**src/hdl/rhc_pkg.sv**
```systemverilog
// Shared types and constants for the RGB/HSL color converter.
`default_nettype none

package rhc_pkg;

  localparam int CHANNEL_BITS = 12;
  localparam int CW = CHANNEL_BITS;

  // full scale: all ones means 1.0
  localparam logic [CW-1:0] CH_MAX = {CW{1'b1}};

  // request codes; the spare code is handled as a lightness shift
  localparam logic [1:0] REQ_TO_HSL = 2'd0;
  localparam logic [1:0] REQ_TO_RGB = 2'd1;
  localparam logic [1:0] REQ_SHIFT  = 2'd2;
  localparam logic [1:0] REQ_SPARE  = 2'd3;

  // divider widths: dividend below 2^(2C+3), divisor below 2^(C+3)
  localparam int DIV_DW = 2 * CW + 3;
  localparam int DIV_VW = CW + 3;

  typedef logic [CW-1:0]      ch_t;
  typedef logic signed [CW:0] delta_t;

  typedef struct packed {
    logic [1:0] req;
    ch_t        a;
    ch_t        b;
    ch_t        c;
    ch_t        alpha;
    delta_t     delta;
  } pix_t;

  typedef struct packed {
    pix_t pix;
    ch_t  h;
    ch_t  s;
    ch_t  l;
  } hsl_t;

  typedef struct packed {
    ch_t x;
    ch_t y;
    ch_t z;
    ch_t alpha;
  } res_t;

endpackage

`default_nettype wire

```
**src/hdl/rhc_hsl.sv**
```systemverilog
// RGB to HSL pipeline: min/max, setup, then one quotient bit per stage.
`default_nettype none

module rhc_hsl (
  input  logic          clk,
  input  logic          rst,
  input  logic          in_valid,
  output logic          in_stall,
  input  rhc_pkg::pix_t in_pix,
  output logic          out_valid,
  input  logic          out_stall,
  output rhc_pkg::hsl_t out_hsl
);
  import rhc_pkg::*;

  localparam int NS = CW + 2;
  localparam int NW = CW + 4;

  typedef enum logic [1:0] {SX_RED, SX_GREEN, SX_BLUE} sext_t;

  typedef struct packed {
    pix_t  pix;
    ch_t   mx;
    ch_t   mn;
    sext_t sext;
    logic  gray;
  } mm_t;

  typedef struct packed {
    pix_t              pix;
    logic              gray;
    ch_t               l;
    logic [DIV_DW-1:0] s_rem;
    logic [DIV_DW-1:0] h_rem;
    logic [DIV_VW-1:0] s_den;
    logic [DIV_VW-1:0] h_den;
    ch_t               s_q;
    ch_t               h_q;
  } dv_t;

  logic [NS-1:0] v;
  logic [NS-1:0] hold;

  mm_t mm, mm_next;
  dv_t dv      [CW+1];
  dv_t dv_next [CW+1];

  logic [CW-1:0]        d;
  logic [CW:0]          sum;
  logic signed [NW-1:0] de, ra, ga, ba, num;

  // a stage holds when it is full and the one after it holds
  always_comb begin
    hold[NS-1] = v[NS-1] & out_stall;
    for (int k = NS - 2; k >= 0; k--) begin
      hold[k] = v[k] & hold[k+1];
    end
  end

  assign in_stall = hold[0];

  always_ff @(posedge clk) begin
    if (rst) begin
      v <= '0;
    end else begin
      if (!hold[0]) v[0] <= in_valid;
      for (int k = 1; k < NS; k++) begin
        if (!hold[k]) v[k] <= v[k-1];
      end
    end
  end

  // max, min and hue sextant (red wins ties, then green)
  always_comb begin
    mm_next.pix  = in_pix;
    mm_next.mx   = in_pix.a;
    if (in_pix.b > mm_next.mx) mm_next.mx = in_pix.b;
    if (in_pix.c > mm_next.mx) mm_next.mx = in_pix.c;
    mm_next.mn   = in_pix.a;
    if (in_pix.b < mm_next.mn) mm_next.mn = in_pix.b;
    if (in_pix.c < mm_next.mn) mm_next.mn = in_pix.c;
    if (in_pix.a == mm_next.mx)      mm_next.sext = SX_RED;
    else if (in_pix.b == mm_next.mx) mm_next.sext = SX_GREEN;
    else                             mm_next.sext = SX_BLUE;
    mm_next.gray = (in_pix.a == in_pix.b) && (in_pix.b == in_pix.c);
  end

  // divider setup: saturation d*M / den, hue (num << C) / 6d
  always_comb begin
    d   = mm.mx - mm.mn;
    sum = {1'b0, mm.mx} + {1'b0, mm.mn};
    de  = NW'(d);
    ra  = NW'(mm.pix.a);
    ga  = NW'(mm.pix.b);
    ba  = NW'(mm.pix.c);
    case (mm.sext)
      SX_RED:   num = ga - ba;
      SX_GREEN: num = (de <<< 1) + ba - ra;
      default:  num = (de <<< 2) + ra - ga;
    endcase
    if (num < 0) num = num + (de <<< 2) + (de <<< 1);

    dv_next[0].pix   = mm.pix;
    dv_next[0].gray  = mm.gray;
    dv_next[0].l     = sum[CW:1];
    dv_next[0].s_rem = (DIV_DW'(d) << CW) - DIV_DW'(d);
    dv_next[0].s_den = (sum < {1'b0, CH_MAX}) ? DIV_VW'(sum)
                     : DIV_VW'({CH_MAX, 1'b0}) - DIV_VW'(sum);
    dv_next[0].h_rem = DIV_DW'(unsigned'(num)) << CW;
    dv_next[0].h_den = (DIV_VW'(d) << 2) + (DIV_VW'(d) << 1);
    dv_next[0].s_q   = '0;
    dv_next[0].h_q   = '0;
  end

  // restoring division, MSB first; both quotients fit in C bits
  for (genvar k = 1; k <= CW; k++) begin : g_div
    localparam int BIT = CW - k;
    logic [DIV_DW-1:0] s_sh, h_sh;
    always_comb begin
      s_sh = DIV_DW'(dv[k-1].s_den) << BIT;
      h_sh = DIV_DW'(dv[k-1].h_den) << BIT;
      dv_next[k] = dv[k-1];
      if (dv[k-1].s_rem >= s_sh) begin
        dv_next[k].s_rem    = dv[k-1].s_rem - s_sh;
        dv_next[k].s_q[BIT] = 1'b1;
      end
      if (dv[k-1].h_rem >= h_sh) begin
        dv_next[k].h_rem    = dv[k-1].h_rem - h_sh;
        dv_next[k].h_q[BIT] = 1'b1;
      end
    end
  end

  always_ff @(posedge clk) begin
    if (!hold[0]) mm <= mm_next;
    for (int k = 0; k <= CW; k++) begin
      if (!hold[k+1]) dv[k] <= dv_next[k];
    end
  end

  // gray: hue and saturation zero, lightness equals the channel
  assign out_valid   = v[NS-1];
  assign out_hsl.pix = dv[CW].pix;
  assign out_hsl.h   = dv[CW].gray ? '0 : dv[CW].h_q;
  assign out_hsl.s   = dv[CW].gray ? '0 : dv[CW].s_q;
  assign out_hsl.l   = dv[CW].l;

endmodule

`default_nettype wire

```
**config.mk**
```make
export PLATFORM = sky130hd
export DESIGN_NAME = rhc_hsl
export DESIGN_NICKNAME = d
export VERILOG_FILES = /design/src/hdl/rhc_pkg.sv /design/src/hdl/rhc_hsl.sv
export SDC_FILE = /design/constraint.sdc
export NUM_CORES = 2
export LEC_CHECK = 0
export BUFFER_PORTS_ARGS = -buffer_cell sky130_fd_sc_hd__buf_4
export CORE_ASPECT_RATIO = 2
export CORE_MARGIN = 10
export CORE_UTILIZATION = 40
export DETAILED_ROUTE_END_ITERATION = 7
export PLACE_DENSITY_LB_ADDON = 0.15
export RECOVER_POWER = 25
export SLEW_MARGIN = 20
export SYNTH_ARGS = -nofsm -noshare
export SYNTH_HDL_FRONTEND = slang
export SYNTH_SLANG_ARGS = --single-unit
```
**constraint.sdc**
```tcl
create_clock -name clk -period 33 [get_ports clk]
set_input_delay 4.95 -clock clk [delete_from_list [all_inputs] [get_ports clk]]
set_output_delay 4.95 -clock clk [all_outputs]
set_load 0.02 [all_outputs]
```
==> reports/summary.txt <==
unrepaired setup endpoints after global routing: false
CTS root buf: clkbuf_16
hold_sp: dv_next[2334]$_DFFE_PN_
Core ar.: 235000 µm²
asr flop ratio synth: 0
Reg clk slew, reported paths: 0.07 ns
initial drt markers: 2269
Most used DFF post-synth: edfxtp_1
# placed instances: 9878
Post-synth top cells: edfxtp_1, inv_1, ha_1
H-tree depth: 4
peak per-stage delay on the critical path: 0.48 ns
post-synthesis cell area: 94400 µm²
Syn. warnings: 0
Cell Rows: 252
reg2reg start: mm[3]$_DFFE_PN_
Hold WC Path Type: reg2reg
CTS Sinks: 2106
Max Freq: 0.0754 GHz
synth top area cells: edfxtp_1, ha_1, inv_1
# nets final: 7630
max-slew violation count: 0
Post-Layout Cell Count: 10200
Placer Congestion: 0.975
antenna-violating nets left: 0
# setup viols final: 0
gr usage total: 0.160
CP required: 28.05 ns
WL per Instance: 20.3 µm
grt met2 use: 0.331
clock period minus worst slack: 13.27 ns
largest net degree at the start of global routing: 94
most frequent cell after synthesis: edfxtp_1
CP cell instances: buf_4 > and3_1 > inv_8 > nor2_1 > and2_1 > and3_1 > and3_1 > nand4_1 > or2_4 > inv_1 > buf_4
Netlist cell types: 107
cell mode on critical path: and3_1
CTS max path bufs: 4
r2r endpoint: dv[0][80]$_DFFE_PN_
Die Span X: 363 µm
via count: 51800
Max Cap Viol: 0
TNS Setup: 0 ns
GRT Residual Overflow: 0
initial antenna violation count: 4
layout cell share with drive strength beyond 1: 0.0949
Syn-to-layout area delta: 11.3%
initial core utilization: 0.401
critical path fanouts, max: 56
DIE HEIGHT: 707 µm
GR peak layer: met2
Startpoint Class: input port
Final Hold Fails: 0
status: completed
Slew @ Worst Pin: 1.12 ns
post-place setup slack: 19.70 ns
Worst Path Arrival: 8.32 ns
Hold Path Sink: dv[0][126]$_DFFE_PN_
IO Pins: 168
first-pass GRT wire length: 315000 µm
Port Buffers: 167
Final period util: 0.402
Post-Syn Instances: 6783
vias per inst: 5.08
Worst-Skew Late Latency: 0.86 ns
Worst Setup SP: out_stall
register area share after synthesis: 0.669
share of the synthesized area in the top cell type: 0.666
Crit Path Class: in2out
reg2reg path depth: 22
Clock Skew: 0.0875 ns
M3 GR Usage: 0.0181
hold_buf cts: 0
post-synth top area cell: edfxtp_1
Detail Placement HPWL: 161000 µm
vias in the first global route: 55500
R2R setup slack: 24.46 ns
die area: 257000 µm²
Final WS setup: 19.73 ns
#FFs+latches synth: 2106
GRT met1 Usage: 0.135
Slew HR: 0.252
number of synthesized flops with an enable pin: 2092
WHS Path Cells: 0
syn nets: 7393
CTS tree: yes
Inserted Clock Buffers: 187
# resized after CTS: 0
WL final: 208000 µm
Mapped Avg Cell Area: 13.9 µm²
DR pass1 iterations: 7
Post-CTS Setup Inserts: 0
CP endpoint kind: output port
Slowest-stage cell, CP: and3_1
DRC violations left: 0
-- cell type report --
cell class                      instances  area (µm²)
Sequential cell                      2106       63100
Antenna cell                            2        5.00
Inverter                              620        2350
Multi-Input combinational cell       3878       28100
Tap cell                             3048        3810
Clock inverter                        107        1090
Fill cell                           21100      130000
Clock buffer                          217        4880
Timing Repair Buffer                  227        1710
-- cells by family after synthesis --
| logic type | after synthesis | synth area share |
|---|---|---|
| flops | 2106 | 0.669 |
| buf+inv | 799 | 0.0354 |
| mux | 121 | 0.0139 |
| other cells | 1 | 0.0000397 |
| simple gates | 1523 | 0.0798 |
| fa+ha+maj | 545 | 0.0769 |
| compound gates | 1247 | 0.0844 |
| xor+xnor | 441 | 0.0410 |
-- critical path, delay by kind of cell --
kind	cells	cell delay, ns
buffers and inverters	4	0.64
and+or+nand+nor	7	2.68
-- worst max-delay path by stage --
stage | to | slack, ns
floorplan | in_stall | 12.58
global placement | in_stall | 19.82
detailed placement | in_stall | 19.70
CTS | in_stall | 19.69
global route | in_stall | 19.51
finish | in_stall | 19.73
-- layout by cell type, fill, tap and decap left out, types with 36 or more instances in the layout --
| cell type | instances |
|---|---|
| nand2b_1 | 91 |
| o21ai_0 | 296 |
| or3_1 | 50 |
| nor4_1 | 53 |
| a21boi_0 | 38 |
| fa_1 | 59 |
| clkinv_2 | 36 |
| xnor2_1 | 259 |
| nor3_1 | 133 |
| nand2_1 | 359 |
| xor2_1 | 180 |
| o31ai_1 | 44 |
| mux2_2 | 77 |
| nor2_1 | 407 |
| o21a_1 | 64 |
| a21oi_1 | 381 |
| nor2b_1 | 106 |
| clkbuf_16 | 191 |
| a21o_1 | 114 |
| a211oi_1 | 50 |
| buf_4 | 226 |
| mux2i_1 | 44 |
| nand3_1 | 93 |
| inv_1 | 612 |
| edfxtp_1 | 2092 |
| ha_1 | 484 |
| nand4_1 | 72 |
-- routing by layer --
layer | vias to the layer above | part of all wire
met5 | - | 0
li1 | 25400 | -
met3 | 511 | 0.027
met1 | 25100 | 0.31
met2 | 873 | 0.58
met4 | 0 | 0.082
-- flip-flops by register name (all words and copies together) (netlist names) --
name	cells
dv_next	52
dv	2002
mm	26
ba	12
v	14
-- per-stage QoR --
step | hold WS, ns | utilization | instance area [µm²]
after detailed placement | 0.405 | 0.421 | 99100
final | 0.383 | 0.447 | 105000
after global routing | 0.379 | 0.447 | 105000
after global placement | 0.400 | 0.421 | 99000
after floorplan | 0.400 | - | 94400
after CTS | 0.377 | 0.446 | 105000
Power is left out: the tool's default activity adds up to more than one toggle a clock period on the data nets, which glitch-free logic cannot reach.
