**config.mk**
```make
export PLATFORM = sky130hd
export DESIGN_NAME = rhc_rgb
export DESIGN_NICKNAME = d
export VERILOG_FILES = /design/src/hdl/rhc_pkg.sv /design/src/hdl/rhc_rgb.sv
export SDC_FILE = /design/constraint.sdc
export NUM_CORES = 2
export LEC_CHECK = 0
export BUFFER_PORTS_ARGS = -buffer_cell sky130_fd_sc_hd__buf_4
export CAP_MARGIN = 20
export CORE_AREA = 2 2 318 320
export DETAILED_ROUTE_END_ITERATION = 10
export DIE_AREA = 0 0 320 322
export PLACE_DENSITY = 0.71
export SYNTH_ARGS = -nofsm -noshare
export SYNTH_HDL_FRONTEND = slang
export SYNTH_SLANG_ARGS = --single-unit
```
**constraint.sdc**
```tcl
create_clock -name clk -period 9.6 [get_ports clk]
set_input_delay 2.4 -clock clk [delete_from_list [all_inputs] [get_ports clk]]
set_output_delay 2.4 -clock clk [all_outputs]
set_load 0.05 [all_outputs]
```
**src/hdl/rhc_pkg.sv**
```systemverilog
// Shared types and constants for the RGB/HSL color converter.
`default_nettype none

package rhc_pkg;

  localparam int CHANNEL_BITS = 12;
  localparam int CW = CHANNEL_BITS;

  // full scale: all ones means 1.0
  localparam logic [CW-1:0] CH_MAX = {CW{1'b1}};

  // request codes; the spare code is handled as a lightness shift
  localparam logic [1:0] REQ_TO_HSL = 2'd0;
  localparam logic [1:0] REQ_TO_RGB = 2'd1;
  localparam logic [1:0] REQ_SHIFT  = 2'd2;
  localparam logic [1:0] REQ_SPARE  = 2'd3;

  // divider widths: dividend below 2^(2C+3), divisor below 2^(C+3)
  localparam int DIV_DW = 2 * CW + 3;
  localparam int DIV_VW = CW + 3;

  typedef logic [CW-1:0]      ch_t;
  typedef logic signed [CW:0] delta_t;

  typedef struct packed {
    logic [1:0] req;
    ch_t        a;
    ch_t        b;
    ch_t        c;
    ch_t        alpha;
    delta_t     delta;
  } pix_t;

  typedef struct packed {
    pix_t pix;
    ch_t  h;
    ch_t  s;
    ch_t  l;
  } hsl_t;

  typedef struct packed {
    ch_t x;
    ch_t y;
    ch_t z;
    ch_t alpha;
  } res_t;

endpackage

`default_nettype wire

```
**src/hdl/rhc_rgb.sv**
```systemverilog
// HSL to RGB pipeline with request select and lightness shift at its head.
`default_nettype none

module rhc_rgb (
  input  logic          clk,
  input  logic          rst,
  input  logic          in_valid,
  output logic          in_stall,
  input  rhc_pkg::hsl_t in_hsl,
  output logic          out_valid,
  input  logic          out_stall,
  output rhc_pkg::res_t out_res
);
  import rhc_pkg::*;

  localparam int NS = 7;
  localparam int XW = 2 * CW + 1;
  localparam int HW = CW + 2;
  localparam logic [HW-1:0] HUE_THIRD = HW'(1) << CW;
  localparam logic [HW-1:0] HUE_FULL  = HW'(3 * HUE_THIRD);
  localparam logic [HW-1:0] HUE_HALF  = HUE_THIRD >> 1;

  typedef enum logic [1:0] {RG_RISE, RG_HIGH, RG_FALL, RG_LOW} region_t;

  typedef struct packed {
    logic bypass;
    ch_t  alpha;
    ch_t  h;
    ch_t  s;
    ch_t  l;
  } base_t;

  typedef struct packed {
    base_t             bs;
    logic              lt2;
    logic [2*CW-1:0]   ls;
    logic [2:0][HW-1:0] t;
  } st1_t;

  typedef struct packed {
    base_t              bs;
    logic [2*CW-1:0]    x;
    logic [2:0][HW-1:0] t;
  } st2_t;

  typedef struct packed {
    base_t              bs;
    ch_t                q;
    logic [2:0][HW-1:0] t;
  } st3_t;

  typedef struct packed {
    base_t              bs;
    ch_t                q;
    ch_t                p;
    region_t [2:0]      rg;
    logic [2:0][CW-1:0] f;
  } st4_t;

  typedef struct packed {
    base_t                bs;
    ch_t                  q;
    ch_t                  p;
    region_t [2:0]        rg;
    logic [2:0][2*CW-1:0] prod;
  } st5_t;

  logic [NS-1:0] v;
  logic [NS-1:0] hold;

  base_t st0, st0_next;
  st1_t  st1, st1_next;
  st2_t  st2, st2_next;
  st3_t  st3, st3_next;
  st4_t  st4, st4_next;
  st5_t  st5, st5_next;
  res_t  st6, st6_next;

  logic signed [CW+1:0] lsum;
  logic [HW-1:0]        h3;
  logic [XW-1:0]        lm, sm, xs;
  logic [CW:0]          rr;
  logic signed [CW+1:0] pd;
  logic [2:0][CW:0]     lin;
  ch_t  [2:0]           chv;

  always_comb begin
    hold[NS-1] = v[NS-1] & out_stall;
    for (int k = NS - 2; k >= 0; k--) begin
      hold[k] = v[k] & hold[k+1];
    end
  end

  assign in_stall = hold[0];

  always_ff @(posedge clk) begin
    if (rst) begin
      v <= '0;
    end else begin
      if (!hold[0]) v[0] <= in_valid;
      for (int k = 1; k < NS; k++) begin
        if (!hold[k]) v[k] <= v[k-1];
      end
    end
  end

  // request select; shift clamps L + delta to 0..M
  always_comb begin
    lsum = signed'({1'b0, in_hsl.l}) + in_hsl.pix.delta;
    st0_next.alpha = in_hsl.pix.alpha;
    st0_next.h     = in_hsl.h;
    st0_next.s     = in_hsl.s;
    st0_next.l     = in_hsl.l;
    case (in_hsl.pix.req)
      REQ_TO_HSL: begin
        st0_next.bypass = 1'b1;
      end
      REQ_TO_RGB: begin
        st0_next.bypass = 1'b0;
        st0_next.h      = in_hsl.pix.a;
        st0_next.s      = in_hsl.pix.b;
        st0_next.l      = in_hsl.pix.c;
      end
      default: begin
        st0_next.bypass = 1'b0;
        if (lsum[CW+1])  st0_next.l = '0;
        else if (lsum[CW]) st0_next.l = CH_MAX;
        else             st0_next.l = lsum[CW-1:0];
      end
    endcase
  end

  // L*S product and hue offsets per channel (third of a turn = 2^C)
  always_comb begin
    h3 = (HW'(st0.h) << 1) + HW'(st0.h);
    st1_next.bs   = st0;
    st1_next.lt2  = {st0.l, 1'b0} < {1'b0, CH_MAX};
    st1_next.ls   = st0.l * st0.s;
    st1_next.t[1] = h3;
    st1_next.t[0] = h3 + HUE_THIRD;
    if (st1_next.t[0] >= HUE_FULL) st1_next.t[0] = st1_next.t[0] - HUE_FULL;
    st1_next.t[2] = (h3 >= HUE_THIRD) ? h3 - HUE_THIRD : h3 + HUE_FULL - HUE_THIRD;
  end

  // numerator of q
  always_comb begin
    lm = (XW'(st1.bs.l) << CW) - XW'(st1.bs.l);
    sm = (XW'(st1.bs.s) << CW) - XW'(st1.bs.s);
    if (st1.lt2) xs = lm + XW'(st1.ls);
    else         xs = lm + sm - XW'(st1.ls);
    st2_next.bs = st1.bs;
    st2_next.x  = xs[2*CW-1:0];
    st2_next.t  = st1.t;
  end

  // q = x / M: x>>C plus one correction
  always_comb begin
    rr = {1'b0, st2.x[CW-1:0]} + {1'b0, st2.x[2*CW-1:CW]};
    st3_next.bs = st2.bs;
    st3_next.q  = st2.x[2*CW-1:CW] + CW'(rr >= {1'b0, CH_MAX});
    st3_next.t  = st2.t;
  end

  // p = 2L - q floored at zero; ramp region and fraction per channel
  always_comb begin
    pd = signed'({1'b0, st3.bs.l, 1'b0}) - signed'({2'b0, st3.q});
    st4_next.bs = st3.bs;
    st4_next.q  = st3.q;
    st4_next.p  = pd[CW+1] ? '0 : pd[CW-1:0];
    for (int c = 0; c < 3; c++) begin
      if (st3.t[c] < HUE_HALF) begin
        st4_next.rg[c] = RG_RISE;
        st4_next.f[c]  = st3.t[c][CW-1:0];
      end else if (st3.t[c] < HW'(3 * HUE_HALF)) begin
        st4_next.rg[c] = RG_HIGH;
        st4_next.f[c]  = '0;
      end else if (st3.t[c] < HW'(4 * HUE_HALF)) begin
        st4_next.rg[c] = RG_FALL;
        st4_next.f[c]  = CW'(HW'(4 * HUE_HALF) - st3.t[c]);
      end else begin
        st4_next.rg[c] = RG_LOW;
        st4_next.f[c]  = '0;
      end
    end
  end

  always_comb begin
    st5_next.bs = st4.bs;
    st5_next.q  = st4.q;
    st5_next.p  = st4.p;
    st5_next.rg = st4.rg;
    for (int c = 0; c < 3; c++) begin
      st5_next.prod[c] = (st4.q - st4.p) * st4.f[c];
    end
  end

  // channel values, then bypass for plain RGB->HSL and zero saturation
  always_comb begin
    for (int c = 0; c < 3; c++) begin
      lin[c] = {1'b0, st5.p} + st5.prod[c][2*CW-1:CW-1];
      case (st5.rg[c])
        RG_RISE, RG_FALL: chv[c] = lin[c][CW] ? CH_MAX : lin[c][CW-1:0];
        RG_HIGH:          chv[c] = st5.q;
        default:          chv[c] = st5.p;
      endcase
    end
    st6_next.alpha = st5.bs.alpha;
    if (st5.bs.bypass) begin
      st6_next.x = st5.bs.h;
      st6_next.y = st5.bs.s;
      st6_next.z = st5.bs.l;
    end else if (st5.bs.s == '0) begin
      st6_next.x = st5.bs.l;
      st6_next.y = st5.bs.l;
      st6_next.z = st5.bs.l;
    end else begin
      st6_next.x = chv[0];
      st6_next.y = chv[1];
      st6_next.z = chv[2];
    end
  end

  always_ff @(posedge clk) begin
    if (!hold[0]) st0 <= st0_next;
    if (!hold[1]) st1 <= st1_next;
    if (!hold[2]) st2 <= st2_next;
    if (!hold[3]) st3 <= st3_next;
    if (!hold[4]) st4 <= st4_next;
    if (!hold[5]) st5 <= st5_next;
    if (!hold[6]) st6 <= st6_next;
  end

  assign out_valid = v[NS-1];
  assign out_res   = st6;

endmodule

`default_nettype wire

```
==> out/metrics.cfg <==
[yosys]
ys.warnings.count = 0
synth-seq-area-share_pct = 36.1
synthTopCellsByArea = edfxtp_1 36%, fa_1 23%, ha_1 9.0%
syn-instance-count = 4547
ys_types = 72
ys_dominant_reg_cell = edfxtp_1
synth_area_um2 = 49400
synth_seq_cells = 596
yosys.area.top_type = edfxtp_1
syn_avg_cell_area_um2 = 10.9
syn-num-nets = 5563
yosysTopAreaCellShare_pct = 35.8
synth_edf_count = 589
synthArstFlopShare_pct = 0

[placement]
gp_congestion = 0.933
dpl_cell_area_um2 = 51900
dp_hpwl_mm = 88.4
portBuffers = 152

[timing]
worstMarginPinSlew_ps = 1190
fin_tns_setup_ps = 0
slew_headroom_pct = 20.7
finalWorstPathRequiredPeriod_ps = 8070
maxSlewViolCount = 0
rsz0062_at_grt = false
skew_ps = 37.3
fmax_mhz = 124
hold_viol_final = 0
whs_ps = 401
final-setup-viol-count = 0
fin_crit_sh_pct = 84.0

[worst_setup_path]
path_depth = 29
ff2ff_path_depth = 29
critPathKind = reg2reg
rr_startpoint = st4[43]
start_kind = register
r2r_setup_slack_ps = 1530
crit_end = st5[23]
worstSetupEndpointType = register
crit_start = st4[43]
path_buf_inv = 4
crit_path_frequent_cell = fa_1
required_ps = 9990
rr_endpoint = st5[23]
cpLargestDelayFamily = adder cells
worst_ep_arrival_time_ps = 8450
crit_path_max_incr_delay_ps = 640
cp_slowest_cell = or3_1
critPathMaxFanout = 16

[global_route]
overflow = 0
grt_pass1_vias = 33500
grt_max_degree = 82
grtUsageTotal_pct = 22.6
antenna_found_initial = 3
grt_pass1_wl_mm = 183

[cts]
clkTransAtPathRegs_ps = 70
cts_tree = done
cts.sinks = 596
clock_latency_ps = 650
post-cts-setup-buffer-count = 0
h-tree-depth = 2
cts_max_path_buffers = 3
cts_resized = 0
cts_hold_buf = 0
cts-root-buf = clkbuf_16
cts_buffers = 58

[floorplanning]
fp.coreArea_um2 = 99600
start_util_pct = 49.6
die_w_um = 320
dieArea_um2 = 103000
num_io_pins = 153
die_h_um = 322
rows = 116

[routing]
post_drt_via_cell_ratio = 5.41
via_count = 32400
wl_per_cell_um = 19.1
drc_errors = 0
first_iter_violations = 2325
first_pass_iters = 7
drt-total-wl_mm = 114
ant_nets = 0

[cells_and_area]
fin_area_um2 = 54000
finalNetCount = 5651
syn_to_final_growth_pct = 9.36
mostFrequentLayoutCells = 828 x inv_1, 589 x edfxtp_1, 556 x fa_1, 499 x nand2_1, 356 x ha_1
n_antenna_cell = 0
drive_gt1_share_pct = 8.20
final_util_pct = 54.2
mostFrequentLayoutCell = inv_1

[outcome]
run_status = finished clean

[flow_run]
maxCapViolCount = 0

[worst_hold_path]
min_path_type = reg2reg

-- sequential cells by signal (all words and copies together) (netlist names) --
register and flops:
st4 115, out_res 48, st1 91, st0 49, st5 118, st2 90
v 7, st3 78
-- metal layers --
metal  vias up  track usage [%]  wire, µm
met1     16200             30.4     48600
met2       973             37.9     54300
met3       198             2.74      6970
met4         2             7.80      4200
met5         -                0        12
li1      15000                -         -
-- cells by family (layout without fill, tap and decap cells) --
group / Yosys count / count (layout) / share of synthesized area [%]
AND/OR/NAND/NOR: 1176 / 1176 / 11.4
buffers and inverters: 992 / 1129 / 7.55
adder cells (fa/ha/maj): 913 / 913 / 31.6
flip-flops: 596 / 596 / 36.1
AO/OA/AOI/OAI: 539 / 539 / 7.08
XOR/XNOR: 213 / 213 / 3.78
multiplexers: 118 / 118 / 2.53
-- cell usage after synthesis (all sizes together), types with 5 or more instances --
cell type	number
a31oi	7
a21o	40
dfxtp	7
nor3b	5
o31ai	18
inv	830
nand2b	76
xor2	49
ha	357
a21oi	167
clkbuf	151
edfxtp	589
nor2b	65
o22ai	14
mux2	53
nand3	49
a211oi	16
a41o	5
and3	31
nand4	7
o41ai	5
o21a	27
a21boi	13
nor2	167
nand2	502
fa	556
buf	11
nor4	9
o21bai	20
mux2i	65
a22oi	55
and2	165
or2	12
o21ai	101
o211ai	12
xnor2	164
or3	20
nor3	51
a41oi	9
-- through the flow --
stage / setup WS (ps) / cells
floorplan: 1820 / 4547
global placement: 1850 / 5869
detailed placement: 1650 / 5871
CTS: 1600 / 5980
global route: 1100 / 5982
finish: 1530 / 5982
-- area by class of cell --
| type | instances | area, µm² |
|---|---|---|
| clock buffer | 64 | 1500 |
| clock inverter | 45 | 543 |
| fill | 8481 | 45600 |
| inverter | 830 | 3120 |
| multi-input combinational | 2959 | 27900 |
| sequential | 596 | 17800 |
| tap | 1298 | 1620 |
| timing repair buffer | 190 | 1450 |
-- worst min-delay path by stage --
stage / start / to / slack [ps] / depth (start not counted)
2_1_floorplan: st5[138] / out_res[0] / 400 / 0
6_report: st4[70] / st5[106] / 400 / 0
5_1_grt: st3[84] / st4[96] / 410 / 0
3_3_place_gp: st2[66] / st3[54] / 400 / 0
4_1_cts: st2[66] / st3[54] / 400 / 0
3_5_place_dp: st1[9] / st2[9] / 400 / 0
Power is not shown: default switching activity piles up to over one toggle a cycle in this logic, so the estimate is an artifact.
